--- src/hdl/heading_pursuit_controller_core_macros.svh ---
// Assertion macros shared by the heading pursuit controller RTL.
// Depends on nothing; the macros expand to nothing when SYNTHESIS is defined.
`ifndef HEADING_PURSUIT_CONTROLLER_CORE_MACROS_SVH
`define HEADING_PURSUIT_CONTROLLER_CORE_MACROS_SVH
`ifndef SYNTHESIS
// Checks that a condition holds at every clock edge outside reset.
`define HPC_ASSERT_ALWAYS(label, clk, rst, cond) \
   label: assert property (@(posedge clk) disable iff (rst) (cond)) \
      else $error("hpc: invariant violated");
// Checks that a condition holds in the cycle after a trigger.
`define HPC_ASSERT_NEXT(label, clk, trig, cond) \
   label: assert property (@(posedge clk) (trig) |=> (cond)) \
      else $error("hpc: next-cycle check failed");
`else
`define HPC_ASSERT_ALWAYS(label, clk, rst, cond)
`define HPC_ASSERT_NEXT(label, clk, trig, cond)
`endif
`endif

--- src/hdl/hpc_pkg.sv ---
// Package for the heading pursuit controller: payload types, register codes,
// fixed-point constants and the arctangent table. Depends on nothing.
package hpc_pkg;

   // Default parameter values.
   localparam int HPC_CORDIC_STEPS    = 14;
   localparam int HPC_ANGLE_FRAC_BITS = 12;
   localparam int QUEUE_DEPTH         = 2;

   // CORDIC angle accumulator is Q30.
   localparam int ACC_FRAC_BITS = 30;
   localparam int Z_W           = 34;
   localparam int X_W           = 28;
   localparam logic signed [Z_W-1:0] PI_Q30    = 34'sd3373259426;
   localparam logic signed [Z_W-1:0] SLACK_Q30 = 34'sd10737418;

   // Output rate limits.
   localparam int RATE_OUT_W = 20;
   localparam logic signed [RATE_OUT_W-1:0] RATE_MAX = 20'sd524287;
   localparam logic signed [RATE_OUT_W-1:0] RATE_MIN = -20'sd524288;

   // Opcodes of the input item.
   localparam logic OP_OWN_POSE    = 1'b0;
   localparam logic OP_TARGET_POSE = 1'b1;

   // Register indexes.
   localparam logic [1:0] REG_CRUISE_SPEED     = 2'd0;
   localparam logic [1:0] REG_TURN_GAIN        = 2'd1;
   localparam logic [1:0] REG_STOP_DISTANCE_SQ = 2'd2;
   localparam logic [1:0] REG_TURN_DEADBAND    = 2'd3;

   typedef struct packed {
      logic              opcode;
      logic signed [15:0] x_position;
      logic signed [15:0] y_position;
      logic signed [15:0] heading;
   } req_payload_type;

   typedef struct packed {
      logic [14:0]        linear_speed;
      logic signed [19:0] angular_rate;
   } rsp_payload_type;

   typedef struct packed {
      logic [14:0] cruise_speed;
      logic [3:0]  turn_gain;
      logic [15:0] stop_distance_sq;
      logic [11:0] turn_deadband;
   } cfg_type;

   // One target item with offsets already formed against the own pose.
   typedef struct packed {
      logic signed [16:0] dx;
      logic signed [16:0] dy;
      logic signed [15:0] heading;
   } job_type;

   typedef struct packed {
      logic empty;
      logic full;
   } queue_status_type;

   // Arctangent of 2^-i in Q30.
   function automatic logic signed [Z_W-1:0] atan_q30(input logic [4:0] idx);
      logic signed [Z_W-1:0] val;
      unique case (idx)
         5'd0:  val = 34'sd843314857;
         5'd1:  val = 34'sd497837829;
         5'd2:  val = 34'sd263043837;
         5'd3:  val = 34'sd133525159;
         5'd4:  val = 34'sd67021687;
         5'd5:  val = 34'sd33543516;
         5'd6:  val = 34'sd16775851;
         5'd7:  val = 34'sd8388437;
         5'd8:  val = 34'sd4194283;
         5'd9:  val = 34'sd2097149;
         5'd10: val = 34'sd1048576;
         5'd11: val = 34'sd524288;
         5'd12: val = 34'sd262144;
         5'd13: val = 34'sd131072;
         5'd14: val = 34'sd65536;
         5'd15: val = 34'sd32768;
         5'd16: val = 34'sd16384;
         5'd17: val = 34'sd8192;
         5'd18: val = 34'sd4096;
         5'd19: val = 34'sd2048;
         5'd20: val = 34'sd1024;
         5'd21: val = 34'sd512;
         5'd22: val = 34'sd256;
         5'd23: val = 34'sd128;
         default: val = '0;
      endcase
      return val;
   endfunction

endpackage

--- src/hdl/heading_pursuit_controller_core.sv ---
// Heading pursuit controller top level: register port, front end, queue, back end.
// An own-pose item gives no result. A target item gives its result after the distance
// test when close, else after the iterative CORDIC (or the heading wrap, if longer).
// One target item is worked at a time; the queue keeps accepting until it is full.
// Synchronous active-high reset restores the register defaults and a zero own pose.
`include "heading_pursuit_controller_core_macros.svh"
module heading_pursuit_controller_core
   import hpc_pkg::*;
#(
   parameter int CORDIC_STEPS    = HPC_CORDIC_STEPS,
   parameter int ANGLE_FRAC_BITS = HPC_ANGLE_FRAC_BITS
) (
   input  logic            clock,
   input  logic            reset,
   input  logic            req_valid,
   output logic            req_stall,
   input  req_payload_type req_payload,
   output logic            rsp_valid,
   input  logic            rsp_stall,
   output rsp_payload_type rsp_payload,
   input  logic            csr_psel,
   input  logic            csr_penable,
   input  logic            csr_pwrite,
   input  logic [3:0]      csr_paddr,
   input  logic [31:0]     csr_pwdata,
   output logic [31:0]     csr_prdata,
   output logic            csr_pready
);

   cfg_type          cfg_ff, cfg_in;
   queue_status_type q_status;
   job_type          push_job, head_job;
   logic             job_push, job_pop;
   logic             csr_write;

   // Register writes complete in the access phase.
   always_comb begin
      csr_pready = 1'b1;
      csr_write  = csr_psel && csr_penable && csr_pwrite && csr_pready;
      cfg_in     = cfg_ff;
      if (csr_write) begin
         unique case (csr_paddr[3:2])
            REG_CRUISE_SPEED:     cfg_in.cruise_speed     = csr_pwdata[14:0];
            REG_TURN_GAIN:        cfg_in.turn_gain        = csr_pwdata[3:0];
            REG_STOP_DISTANCE_SQ: cfg_in.stop_distance_sq = csr_pwdata[15:0];
            REG_TURN_DEADBAND:    cfg_in.turn_deadband    = csr_pwdata[11:0];
            default: cfg_in = cfg_ff;
         endcase
      end
   end

   // Read-back mux.
   always_comb begin
      unique case (csr_paddr[3:2])
         REG_CRUISE_SPEED:     csr_prdata = 32'(cfg_ff.cruise_speed);
         REG_TURN_GAIN:        csr_prdata = 32'(cfg_ff.turn_gain);
         REG_STOP_DISTANCE_SQ: csr_prdata = 32'(cfg_ff.stop_distance_sq);
         REG_TURN_DEADBAND:    csr_prdata = 32'(cfg_ff.turn_deadband);
         default: csr_prdata = '0;
      endcase
   end

   always_ff @(posedge clock) begin
      if (reset) begin
         cfg_ff.cruise_speed     <= 15'd256;
         cfg_ff.turn_gain        <= 4'd4;
         cfg_ff.stop_distance_sq <= 16'd655;
         cfg_ff.turn_deadband    <= 12'd41;
      end else begin
         cfg_ff <= cfg_in;
      end
   end

   hpc_front u_front (
      .clock       (clock),
      .reset       (reset),
      .req_valid   (req_valid),
      .req_stall   (req_stall),
      .req_payload (req_payload),
      .q_status    (q_status),
      .job_push    (job_push),
      .job         (push_job)
   );

   hpc_queue #(
      .DEPTH (QUEUE_DEPTH)
   ) u_queue (
      .clock    (clock),
      .reset    (reset),
      .push     (job_push),
      .push_job (push_job),
      .pop      (job_pop),
      .head_job (head_job),
      .status   (q_status)
   );

   hpc_back #(
      .CORDIC_STEPS    (CORDIC_STEPS),
      .ANGLE_FRAC_BITS (ANGLE_FRAC_BITS)
   ) u_back (
      .clock       (clock),
      .reset       (reset),
      .cfg         (cfg_ff),
      .job_valid   (!q_status.empty),
      .job         (head_job),
      .job_pop     (job_pop),
      .rsp_valid   (rsp_valid),
      .rsp_stall   (rsp_stall),
      .rsp_payload (rsp_payload)
   );

   // Queue and back end consistency checks.
   `HPC_ASSERT_ALWAYS(a_queue_status, clock, reset, !(q_status.full && q_status.empty))
   `HPC_ASSERT_ALWAYS(a_pop_nonempty, clock, reset, !job_pop || !q_status.empty)
   `HPC_ASSERT_ALWAYS(a_pop_not_busy, clock, reset, !(job_pop && rsp_valid))
   `HPC_ASSERT_NEXT(a_reset_clear, clock, reset, !rsp_valid && q_status.empty)

endmodule

--- src/hdl/hpc_front.sv ---
// Front end: accepts pose items, keeps the own pose and queues target jobs.
// Depends on hpc_pkg.
module hpc_front
   import hpc_pkg::*;
(
   input  logic             clock,
   input  logic             reset,
   input  logic             req_valid,
   output logic             req_stall,
   input  req_payload_type  req_payload,
   input  queue_status_type q_status,
   output logic             job_push,
   output job_type          job
);

   logic signed [15:0] own_x_ff, own_x_in;
   logic signed [15:0] own_y_ff, own_y_in;
   logic signed [15:0] own_h_ff, own_h_in;
   logic               accept;

   // Stall while the job queue has no room.
   always_comb begin
      req_stall = q_status.full;
      accept    = req_valid && !req_stall;
      job_push  = accept && (req_payload.opcode == OP_TARGET_POSE);
      job.dx      = 17'(req_payload.x_position) - 17'(own_x_ff);
      job.dy      = 17'(req_payload.y_position) - 17'(own_y_ff);
      job.heading = own_h_ff;
   end

   // An own-pose transfer replaces the stored pose.
   always_comb begin
      own_x_in = own_x_ff;
      own_y_in = own_y_ff;
      own_h_in = own_h_ff;
      if (accept && (req_payload.opcode == OP_OWN_POSE)) begin
         own_x_in = req_payload.x_position;
         own_y_in = req_payload.y_position;
         own_h_in = req_payload.heading;
      end
   end

   always_ff @(posedge clock) begin
      if (reset) begin
         own_x_ff <= '0;
         own_y_ff <= '0;
         own_h_ff <= '0;
      end else begin
         own_x_ff <= own_x_in;
         own_y_ff <= own_y_in;
         own_h_ff <= own_h_in;
      end
   end

endmodule

--- src/hdl/hpc_queue.sv ---
// Short job queue between the front end and the back end.
// Depends on hpc_pkg.
module hpc_queue
   import hpc_pkg::*;
#(
   parameter int DEPTH = QUEUE_DEPTH
) (
   input  logic             clock,
   input  logic             reset,
   input  logic             push,
   input  job_type          push_job,
   input  logic             pop,
   output job_type          head_job,
   output queue_status_type status
);

   localparam int PTR_W = (DEPTH > 1) ? $clog2(DEPTH) : 1;
   localparam int CNT_W = $clog2(DEPTH + 1);

   job_type          mem_ff [DEPTH];
   logic [PTR_W-1:0] wr_ptr_ff, wr_ptr_in;
   logic [PTR_W-1:0] rd_ptr_ff, rd_ptr_in;
   logic [CNT_W-1:0] count_ff, count_in;

   // Status and head of the queue.
   always_comb begin
      status.empty = (count_ff == '0);
      status.full  = (count_ff == CNT_W'(DEPTH));
      head_job     = mem_ff[rd_ptr_ff];
   end

   // Pointer and count update.
   always_comb begin
      wr_ptr_in = wr_ptr_ff;
      rd_ptr_in = rd_ptr_ff;
      count_in  = count_ff;
      if (push) begin
         wr_ptr_in = (wr_ptr_ff == PTR_W'(DEPTH - 1)) ? '0 : wr_ptr_ff + 1'b1;
      end
      if (pop) begin
         rd_ptr_in = (rd_ptr_ff == PTR_W'(DEPTH - 1)) ? '0 : rd_ptr_ff + 1'b1;
      end
      if (push && !pop) begin
         count_in = count_ff + 1'b1;
      end else if (pop && !push) begin
         count_in = count_ff - 1'b1;
      end
   end

   always_ff @(posedge clock) begin
      if (reset) begin
         wr_ptr_ff <= '0;
         rd_ptr_ff <= '0;
         count_ff  <= '0;
      end else begin
         wr_ptr_ff <= wr_ptr_in;
         rd_ptr_ff <= rd_ptr_in;
         count_ff  <= count_in;
      end
   end

   // Entry storage needs no reset.
   always_ff @(posedge clock) begin
      if (push) begin
         mem_ff[wr_ptr_ff] <= push_job;
      end
   end

endmodule

--- src/hdl/hpc_back.sv ---
// Back end: distance test, iterative CORDIC bearing, heading wrap and rate law.
// Depends on hpc_pkg.
module hpc_back
   import hpc_pkg::*;
#(
   parameter int CORDIC_STEPS    = HPC_CORDIC_STEPS,
   parameter int ANGLE_FRAC_BITS = HPC_ANGLE_FRAC_BITS
) (
   input  logic            clock,
   input  logic            reset,
   input  cfg_type         cfg,
   input  logic            job_valid,
   input  job_type         job,
   output logic            job_pop,
   output logic            rsp_valid,
   input  logic            rsp_stall,
   output rsp_payload_type rsp_payload
);

   localparam int SHIFT  = ACC_FRAC_BITS - ANGLE_FRAC_BITS;
   localparam int CNT_W  = $clog2(CORDIC_STEPS + 1);
   localparam int H_W    = 20;
   localparam int ERR_W  = 21;
   localparam int RATE_W = 26;
   localparam longint PI_A    = (longint'(PI_Q30) + (longint'(1) << (SHIFT - 1))) >> SHIFT;
   localparam longint SLACK_A = (longint'(SLACK_Q30) + (longint'(1) << (SHIFT - 1))) >> SHIFT;
   localparam logic signed [H_W-1:0] WRAP_LIMIT = H_W'(PI_A + SLACK_A);
   localparam logic signed [H_W-1:0] TWO_PI     = H_W'(2 * PI_A);

   localparam logic [2:0] ST_IDLE    = 3'd0;
   localparam logic [2:0] ST_SQUARE  = 3'd1;
   localparam logic [2:0] ST_COMPARE = 3'd2;
   localparam logic [2:0] ST_ITER    = 3'd3;
   localparam logic [2:0] ST_FINAL   = 3'd4;
   localparam logic [2:0] ST_SAT     = 3'd5;
   localparam logic [2:0] ST_OUT     = 3'd6;

   logic [2:0]               state_ff, state_in;
   logic signed [16:0]       dx_ff, dx_in, dy_ff, dy_in;
   logic signed [H_W-1:0]    h_ff, h_in;
   logic [33:0]              sqx_ff, sqx_in, sqy_ff, sqy_in;
   logic signed [X_W-1:0]    x_ff, x_in, y_ff, y_in;
   logic signed [Z_W-1:0]    z_ff, z_in;
   logic [CNT_W-1:0]         cnt_ff, cnt_in;
   logic signed [RATE_W-1:0] rate_ff, rate_in;
   logic                     valid_ff, valid_in;
   logic [14:0]              speed_ff, speed_in;
   logic signed [19:0]       ang_ff, ang_in;

   logic [34:0]              dist_sq;
   logic signed [X_W-1:0]    xs, ys, x0, y0;
   logic signed [Z_W-1:0]    z_round, bearing;
   logic signed [ERR_W-1:0]  err;
   logic signed [RATE_W-1:0] deadband;
   logic                     cordic_active, wrap_active;

   // Shared datapath terms.
   always_comb begin
      dist_sq       = 35'(sqx_ff) + 35'(sqy_ff);
      xs            = x_ff >>> cnt_ff;
      ys            = y_ff >>> cnt_ff;
      x0            = X_W'(dx_ff) <<< 8;
      y0            = X_W'(dy_ff) <<< 8;
      cordic_active = (cnt_ff != CNT_W'(CORDIC_STEPS)) && (y_ff != '0);
      wrap_active   = (h_ff > WRAP_LIMIT) || (h_ff < -WRAP_LIMIT);
      z_round       = z_ff + (Z_W'(1) <<< (SHIFT - 1));
      bearing       = z_round >>> SHIFT;
      err           = ERR_W'(bearing) - ERR_W'(h_ff);
      deadband      = RATE_W'(signed'({1'b0, cfg.turn_deadband}));
   end

   // Sequencer for one target job.
   always_comb begin
      state_in = state_ff;
      dx_in    = dx_ff;
      dy_in    = dy_ff;
      h_in     = h_ff;
      sqx_in   = sqx_ff;
      sqy_in   = sqy_ff;
      x_in     = x_ff;
      y_in     = y_ff;
      z_in     = z_ff;
      cnt_in   = cnt_ff;
      rate_in  = rate_ff;
      valid_in = valid_ff;
      speed_in = speed_ff;
      ang_in   = ang_ff;
      job_pop  = 1'b0;
      unique case (state_ff)
         ST_IDLE: begin
            if (job_valid) begin
               job_pop  = 1'b1;
               dx_in    = job.dx;
               dy_in    = job.dy;
               h_in     = H_W'(job.heading);
               state_in = ST_SQUARE;
            end
         end
         ST_SQUARE: begin
            // Squares of the offsets, and the CORDIC start vector.
            sqx_in = 34'(dx_ff * dx_ff);
            sqy_in = 34'(dy_ff * dy_ff);
            cnt_in = '0;
            if (dx_ff < 0) begin
               x_in = -x0;
               y_in = -y0;
               z_in = (dy_ff >= 0) ? PI_Q30 : -PI_Q30;
            end else begin
               x_in = x0;
               y_in = y0;
               z_in = '0;
            end
            state_in = ST_COMPARE;
         end
         ST_COMPARE: begin
            if (dist_sq < 35'(cfg.stop_distance_sq)) begin
               speed_in = '0;
               ang_in   = '0;
               valid_in = 1'b1;
               state_in = ST_OUT;
            end else begin
               state_in = ST_ITER;
            end
         end
         ST_ITER: begin
            // CORDIC rotation and heading wrap run side by side.
            if (cordic_active) begin
               cnt_in = cnt_ff + 1'b1;
               if (y_ff > 0) begin
                  x_in = x_ff + ys;
                  y_in = y_ff - xs;
                  z_in = z_ff + atan_q30(5'(cnt_ff));
               end else begin
                  x_in = x_ff - ys;
                  y_in = y_ff + xs;
                  z_in = z_ff - atan_q30(5'(cnt_ff));
               end
            end
            if (h_ff > WRAP_LIMIT) begin
               h_in = h_ff - TWO_PI;
            end else if (h_ff < -WRAP_LIMIT) begin
               h_in = h_ff + TWO_PI;
            end
            if (!cordic_active && !wrap_active) begin
               state_in = ST_FINAL;
            end
         end
         ST_FINAL: begin
            rate_in  = RATE_W'(err) * RATE_W'(signed'({1'b0, cfg.turn_gain}));
            state_in = ST_SAT;
         end
         ST_SAT: begin
            // Deadband first, then clamp to the output range.
            if ((rate_ff < deadband) && (rate_ff > -deadband)) begin
               ang_in = '0;
            end else if (rate_ff > RATE_W'(RATE_MAX)) begin
               ang_in = RATE_MAX;
            end else if (rate_ff < RATE_W'(RATE_MIN)) begin
               ang_in = RATE_MIN;
            end else begin
               ang_in = 20'(rate_ff);
            end
            speed_in = cfg.cruise_speed;
            valid_in = 1'b1;
            state_in = ST_OUT;
         end
         ST_OUT: begin
            if (!rsp_stall) begin
               valid_in = 1'b0;
               state_in = ST_IDLE;
            end
         end
         default: begin
            state_in = ST_IDLE;
            valid_in = 1'b0;
         end
      endcase
   end

   always_ff @(posedge clock) begin
      if (reset) begin
         state_ff <= ST_IDLE;
         valid_ff <= 1'b0;
      end else begin
         state_ff <= state_in;
         valid_ff <= valid_in;
      end
   end

   // Datapath registers need no reset.
   always_ff @(posedge clock) begin
      dx_ff    <= dx_in;
      dy_ff    <= dy_in;
      h_ff     <= h_in;
      sqx_ff   <= sqx_in;
      sqy_ff   <= sqy_in;
      x_ff     <= x_in;
      y_ff     <= y_in;
      z_ff     <= z_in;
      cnt_ff   <= cnt_in;
      rate_ff  <= rate_in;
      speed_ff <= speed_in;
      ang_ff   <= ang_in;
   end

   assign rsp_valid                = valid_ff;
   assign rsp_payload.linear_speed = speed_ff;
   assign rsp_payload.angular_rate = ang_ff;

endmodule
--- config.mk ---
export PLATFORM = sky130hd
export DESIGN_NAME = heading_pursuit_controller_core
export DESIGN_NICKNAME = d
export VERILOG_FILES = /design/src/hdl/hpc_pkg.sv /design/src/hdl/heading_pursuit_controller_core.sv /design/src/hdl/hpc_front.sv /design/src/hdl/hpc_queue.sv /design/src/hdl/hpc_back.sv
export VERILOG_INCLUDE_DIRS = /design/src /design/src/hdl
export SDC_FILE = /design/constraint.sdc
export NUM_CORES = 2
export LEC_CHECK = 0
export BUFFER_PORTS_ARGS = -buffer_cell sky130_fd_sc_hd__buf_2
export CAP_MARGIN = 0
export CORE_MARGIN = 4
export CORE_UTILIZATION = 55
export DETAILED_ROUTE_END_ITERATION = 6
export HOLD_SLACK_MARGIN = 0.15
export PLACE_DENSITY_LB_ADDON = 0.05
export SLEW_MARGIN = 0
export SYNTH_ARGS = -nofsm -noshare
export SYNTH_HDL_FRONTEND = slang
export SYNTH_SLANG_ARGS = --single-unit
--- constraint.sdc ---
create_clock -name clock -period 11.8 [get_ports clock]
set_input_delay 2.36 -clock clock [delete_from_list [all_inputs] [get_ports clock]]
set_output_delay 2.36 -clock clock [all_outputs]
set_load 0.005 [all_outputs]
## Word-level counts from Yosys, hierarchy flattened

Memory sizes are Yosys's and may differ from the RTL's. A register that Yosys moved wholly into a read port is not among the register bits.
Index checks and enable logic that the tools add are counted.

| word-level totals | value |
|---|---|
| flip-flop bits (word level) | 380 |
| memories | 3 |
| memory bits (writable) | 100 |
| output and inout port bits | 70 |
| bits in read-only memories | 960 |
| word-level logic and storage cells | 171 |

Memories:

| name | words | bits a word | rd ports | clocked after Yosys merged registers in | write ports | line | RTL |
|---|---|---|---|---|---|---|---|
| (no name shown) | 16 | 30 | 1 | 1 | 0 | hpc_pkg.sv:66 | `unique case (idx)` |
| (no name shown) | 16 | 30 | 1 | 1 | 0 | hpc_pkg.sv:66 |  |
| u_queue.mem_ff | 2 | 50 | 1 | 1 | 1 | hpc_queue.sv:20 | `job_type mem_ff [DEPTH];` |

| cells by class | value |
|---|---|
| shift operators | 2 |
| multipliers | 3 |
| magnitude comparators | 10 |
| reduce and logical (&&, ||, !) cells | 35 |
| $add $sub $neg | 21 |
| equal/unequal tests | 17 |
| multiplexer cells | 53 |
| bitwise gates (word level) | 3 |

Operator list:

| cell | number |
|---|---|
| 34-bit 2-to-1 mux | 10 |
| 28-bit 2-to-1 mux | 6 |
| 20-bit 2-to-1 mux | 7 |
| 32-bit case mux with 4 select lines | 1 |
| 28-bit case mux with 2 select lines | 2 |
| 20-bit case mux with 2 select lines | 2 |
| 17-bit by 17-bit multiplier with 34-bit output | 2 |
| 34-bit case mux with 2 select lines | 1 |
| 28-bit adder | 2 |
| 25-bit negation with 28-bit output | 2 |
| 28-bit by 4-bit >>> shifter with 28-bit output | 2 |
| 28-bit subtractor | 2 |
| 34-bit by 34-bit adder with 35-bit output | 1 |
| 35-bit by 16-bit < comparator with 1-bit output | 1 |
| 34-bit by 19-bit adder with 34-bit output (second input constant) | 1 |
| 34-bit adder | 1 |
| 16-bit by 16-bit subtractor with 17-bit output | 2 |
| 34-bit subtractor | 1 |
| 15-bit case mux with 2 select lines | 1 |
| 28-bit by 1-bit greater-than comparator with 1-bit output (second input constant) | 1 |
| 28-bit nonzero test | 1 |
| 26-bit by 20-bit greater-than comparator with 1-bit output (second input constant) | 1 |
| 26-bit greater-than comparator | 1 |
| 26-bit by 13-bit < comparator with 1-bit output | 1 |
| other kinds (41) | 92 |

## Logic depth before layout (Yosys ltp)

| depth | value |
|---|---|
| depth in word-level cells | 8 |
| mapped depth | 29 |
| mapped depth without buffers | 29 |

## By module

From an unflattened synthesis, not the netlist that was laid out.

| unflattened totals | value |
|---|---|
| cell total of the unflattened synthesis | 5884 |
| area, all modules | 56837.0 um^2 |

Modules (own cells, without submodules):

| module | cells an instance | sequential area each (um^2) | area an instance (um^2) | times used |
|---|---|---|---|---|
| hpc_back | 5013 | 8898.5 | 47261.6 | 1 |
| hpc_queue | 178 | 3103.0 | 3803.6 | 1 |
| hpc_front | 456 | 960.9 | 3348.2 | 1 |
| heading_pursuit_controller_core | 237 | 940.9 | 2423.6 | 1 |

## Worst setup path before layout

OpenSTA, ideal clock, no wires.

| timing path | value |
|---|---|
| path type | reg-to-reg |
| start point | register u_back.cnt_ff[2] |
| end point | register with a tool-made name |
| setup slack | 703 ps |
| setup time | 131 ps |
| clock period less this slack | 11097 ps |
| stages on the path, launching flop included | 11 |
| path buffers | 4 |
| arrival time | 10965 ps |
| data required time | 11669 ps |
| cells stage by stage | edfxtp_1 -> buf_2 -> clkbuf_1 -> clkbuf_1 -> clkbuf_1 -> a31o_2 -> a211oi_1 -> mux2i_1 -> and2_1 -> nand2_1 -> o21ai_0 |

RTL lines:

| element | line | RTL |
|---|---|---|
| from (decl) | hpc_back.sv:44 | `logic [CNT_W-1:0] cnt_ff, cnt_in;` |
| from (signal assigned) | hpc_back.sv:200 | `cnt_ff <= cnt_in;` |

## Final worst setup path

| timing path | value |
|---|---|
| start point | register u_back.dx_ff[16] |
| end point | register u_back.sqx_ff[33] (data pin) |

| between the ends | value |
|---|---|
| word-level cells in the longest chain between the ends | 1 |

RTL lines:

| element | line | RTL |
|---|---|---|
| from (decl) | hpc_back.sv:39 | `logic signed [16:0] dx_ff, dx_in, dy_ff, dy_in;` |
| from (signal assigned) | hpc_back.sv:192 | `dx_ff <= dx_in;` |
| 17-bit by 17-bit multiplier with 34-bit output | hpc_back.sv:101 | `sqx_in = 34'(dx_ff * dx_ff);` |
| to (signal assigned) | hpc_back.sv:195 | `sqx_ff <= sqx_in;` |
| to (decl) | hpc_back.sv:41 | `logic [33:0] sqx_ff, sqx_in, sqy_ff, sqy_in;` |

No other way between the ends.
A chain may end at the register's enable or synchronous reset.

==> flow_summary_export.csv <==
group,metric,value,unit
floorplanning,rows,117,
route,wl_per_cell,18.5,microns
setup_path,path_class,"register to register",
route,wl,137000,microns
status,outcome,"finished clean",
setup_path,cp_data_required_time,12.21,ns
clocking,cts_tree,"built",
route,drt_iter0_markers,2678,
sta,rsz0062_at_grt,"no",
sta,post-route-min-period,7.97,ns
layout,seq_area,13900,sq um
logic_synthesis,synth_edf_count,375,
sta,setup-violations-final,0,
floorplanning,fp.dieH,328,microns
clocking,cts_inserted_buffers,60,
floorplanning,die_w,328,microns
sta,hold_violations,0,
hold_path,hp-class,"register to register",
place,io_buffers,126,
setup_path,reg2reg_depth,23,
global_route,gr-total-overflow,0,
global_route,grt_usage,25.8,%
sta,max_freq,125,MHz
clocking,clk_latency,0.71,ns
place,place_area,58200,sq um
clocking,clkTransAtPathRegs,0.06,ns
logic_synthesis,synth.avg_cell_area,9.48,sq um
floorplanning,core_area,102000,sq um
job,cap_violations,0,
setup_path,crit_fanout,51,
layout,stdcell_area,60300,sq um
layout,nFillCells,9055,
logic_synthesis,yosysSeqAreaShare,24.7,%
logic_synthesis,synthCells,5930,
route,dr.pass1.iters,6,
floorplanning,io_pins,162,
logic_synthesis,ys_seq_elements,507,
logic_synthesis,synth_area,56200,sq um
route,num_vias,41521,
setup_path,r2r_setup_slack,3.83,ns
sta,skew,0.0661,ns
route,vias_per_cell,5.62,
sta,slew_headroom,16.6,%
logic_synthesis,ys.warnings.count,0,
layout,syn2layout_area_growth,7.23,%
hold_path,worstHoldStart,"u_front.own_h_ff[12]",
layout,finalNonFillerCells,7385,
place,placedCellCount,7270,
setup_path,startpoint_type,"register",
global_route,antenna_found_initial,6,
global_route,grt_pass1_vias,41806,
setup_path,r2r-start,"u_back.dx_ff[16]",
hold_path,hold_depth,0,
clocking,cts_setup_buffers,0,
clocking,cts_resized,0,
logic_synthesis,synth_ff_type,"edfxtp_1",
global_route,grt_pass1_wl,222000,microns
sta,finalSetupTns,0,ns
place,place_congestion,0.901,
clocking,postCtsHoldBufs,0,
layout,finish.net_count,7128,
place,dp_hpwl,106000,microns
setup_path,timing.rr.end,"u_back.sqx_ff[33]",
layout,drive_gt1_share,7.50,%
logic_synthesis,ys_types,85,
sta,worstMarginPinSlew,1.25,ns
sta,slew_viol_final,0,
floorplanning,dieArea,107000,sq um
clocking,clockBufferDepth,3,
route,ant_nets,0,
global_route,grt_max_degree,102,
setup_path,arrival,8.38,ns
sta,fin_crit_sh,67.6,%
floorplanning,start_util,55.3,%
clocking,cts_max_level,2,
layout,multiInputGateArea,38200,sq um
clocking,clock-sinks,507,
logic_synthesis,synthArstFlopShare,0,%
setup_path,end_kind,"register",
route,route.detailed.drc,0,
hold_path,hold_end,"u_queue.mem_ff[0][12]",
layout,utilization,59.3,%
clocking,cts_root_buffer,"clkbuf_16",
-- layout make-up --
type | count | area share (%)
tap | 1368 | 2.84
antenna | 2 | 0.00830
clock buffer | 82 | 2.87
inverter | 891 | 5.55
clock inverter | 31 | 0.616
timing repair buffer | 177 | 1.71
sequential | 507 | 23.1
multi-input combinational | 4327 | 63.4
-- worst max path at each step --
stage	to	depth (start not counted)	startpoint
6_report	u_back.sqx_ff[33]	23	u_back.dx_ff[16]
3_5_place_dp	u_back.sqx_ff[33]	23	u_back.dx_ff[16]
5_1_grt	u_back.sqx_ff[33]	23	u_back.dx_ff[16]
2_1_floorplan	register	10	u_back.cnt_ff[2]
4_1_cts	u_back.sqx_ff[33]	23	u_back.dx_ff[16]
3_3_place_gp	u_back.sqx_ff[33]	23	u_back.dx_ff[16]
-- cell usage after synthesis (35+ instances only) --
library cell	number	area, sq um
dfxtp_1	132	2640
nor4_1	37	231
nor2_1	382	1430
nor2b_1	46	288
o21ai_0	233	1170
nand2_1	580	2180
mux2i_1	60	601
edfxtp_1	375	11300
nor3_1	72	360
clkbuf_1	173	649
xor2_1	117	1020
a21o_1	88	661
xnor2_1	248	2170
inv_1	880	3300
a21oi_1	345	1730
a211oi_1	35	263
mux2_2	65	732
and2_1	215	1350
nand2b_1	63	394
nand3_1	86	430
fa_1	594	11900
mux4_2	59	1330
ha_1	478	5980
o21a_1	59	443
-- sequential cells by signal (all words and copies together), names as in the netlist, named ones only --
signal,cells
u_back.x_ff,28
u_back.rate_ff,26
u_back.y_ff,28
cfg_ff,47
u_back.state_ff,3
u_back.ang_ff,20
u_queue.wr_ptr_ff,1
u_back.h_ff,20
u_back.z_ff,34
u_back.sqy_ff,33
u_queue.mem_ff,100
u_back.rsp_valid,1
u_back.dy_ff,17
u_back.speed_ff,15
u_back.dx_ff,17
u_queue.rd_ptr_ff,1
u_front.own_h_ff,16
u_queue.count_ff,2
u_back.cnt_ff,4
u_front.own_x_ff,16
u_back.sqx_ff,33
u_front.own_y_ff,16
-- metal layers --
layer  share of wire, %  vias up  track usage [%]
li1                   -    19910                -
met1                 43    20456             34.5
met2                 48      928             43.1
met3                5.2      223             3.58
met4                3.9        4             8.98
met5              0.018        -                0
-- cells in the final DEF (no fill, tap or decap), drive strengths merged, types with 32 or more instances in the layout --
cell	count
a211oi	35
inv	887
mux2i	60
nor4	38
buf	177
o21a	59
fa	594
and2	215
dfxtp	132
mux4	59
xor2	117
and3	32
nor2	383
nor2b	46
a21o	88
clkbuf	82
edfxtp	375
nand2b	63
ha	478
nor3	74
o31ai	32
nand3	86
o21ai	251
mux2	69
a21oi	345
xnor2	248
nand2	580
-- kinds of logic after synthesis --
family          after synthesis  share of synthesized area, %
simple gates               1641                          13.8
flops                       507                          24.7
other cells                   2                        0.0134
fa+ha+maj                  1072                          31.8
compound gates             1044                          11.6
buf+inv                    1111                          7.59
mux                         188                          4.81
xor+xnor                    365                          5.69
-- per-stage QoR --
step,setup slack [ns],hold slack [ns]
floorplan,0.703,0.425
global placement,3.93,0.428
detailed placement,3.88,0.437
CTS,3.81,0.452
global route,3.30,0.464
finish,3.83,0.446
-- worst max-delay path, stage by stage (launching register included) --
cell	delay, ns
edfxtp_1	0.33
buf_4	0.49
clkinv_1	0.70
nor2_1	0.55
fa_1	0.52
fa_1	0.69
inv_1	0.20
fa_1	0.51
inv_1	0.05
fa_1	0.47
fa_1	0.55
inv_1	0.05
fa_1	0.52
inv_1	0.04
ha_1	0.28
inv_1	0.06
or3_1	0.39
or2_2	0.31
o21ai_0	0.36
o21ai_0	0.14
nand2_1	0.12
a21o_1	0.12
a21oi_1	0.07
xnor2_1	0.14
Power is left out: the tool's default activity adds up to more than one toggle a clock period on the data nets, which glitch-free logic cannot reach.
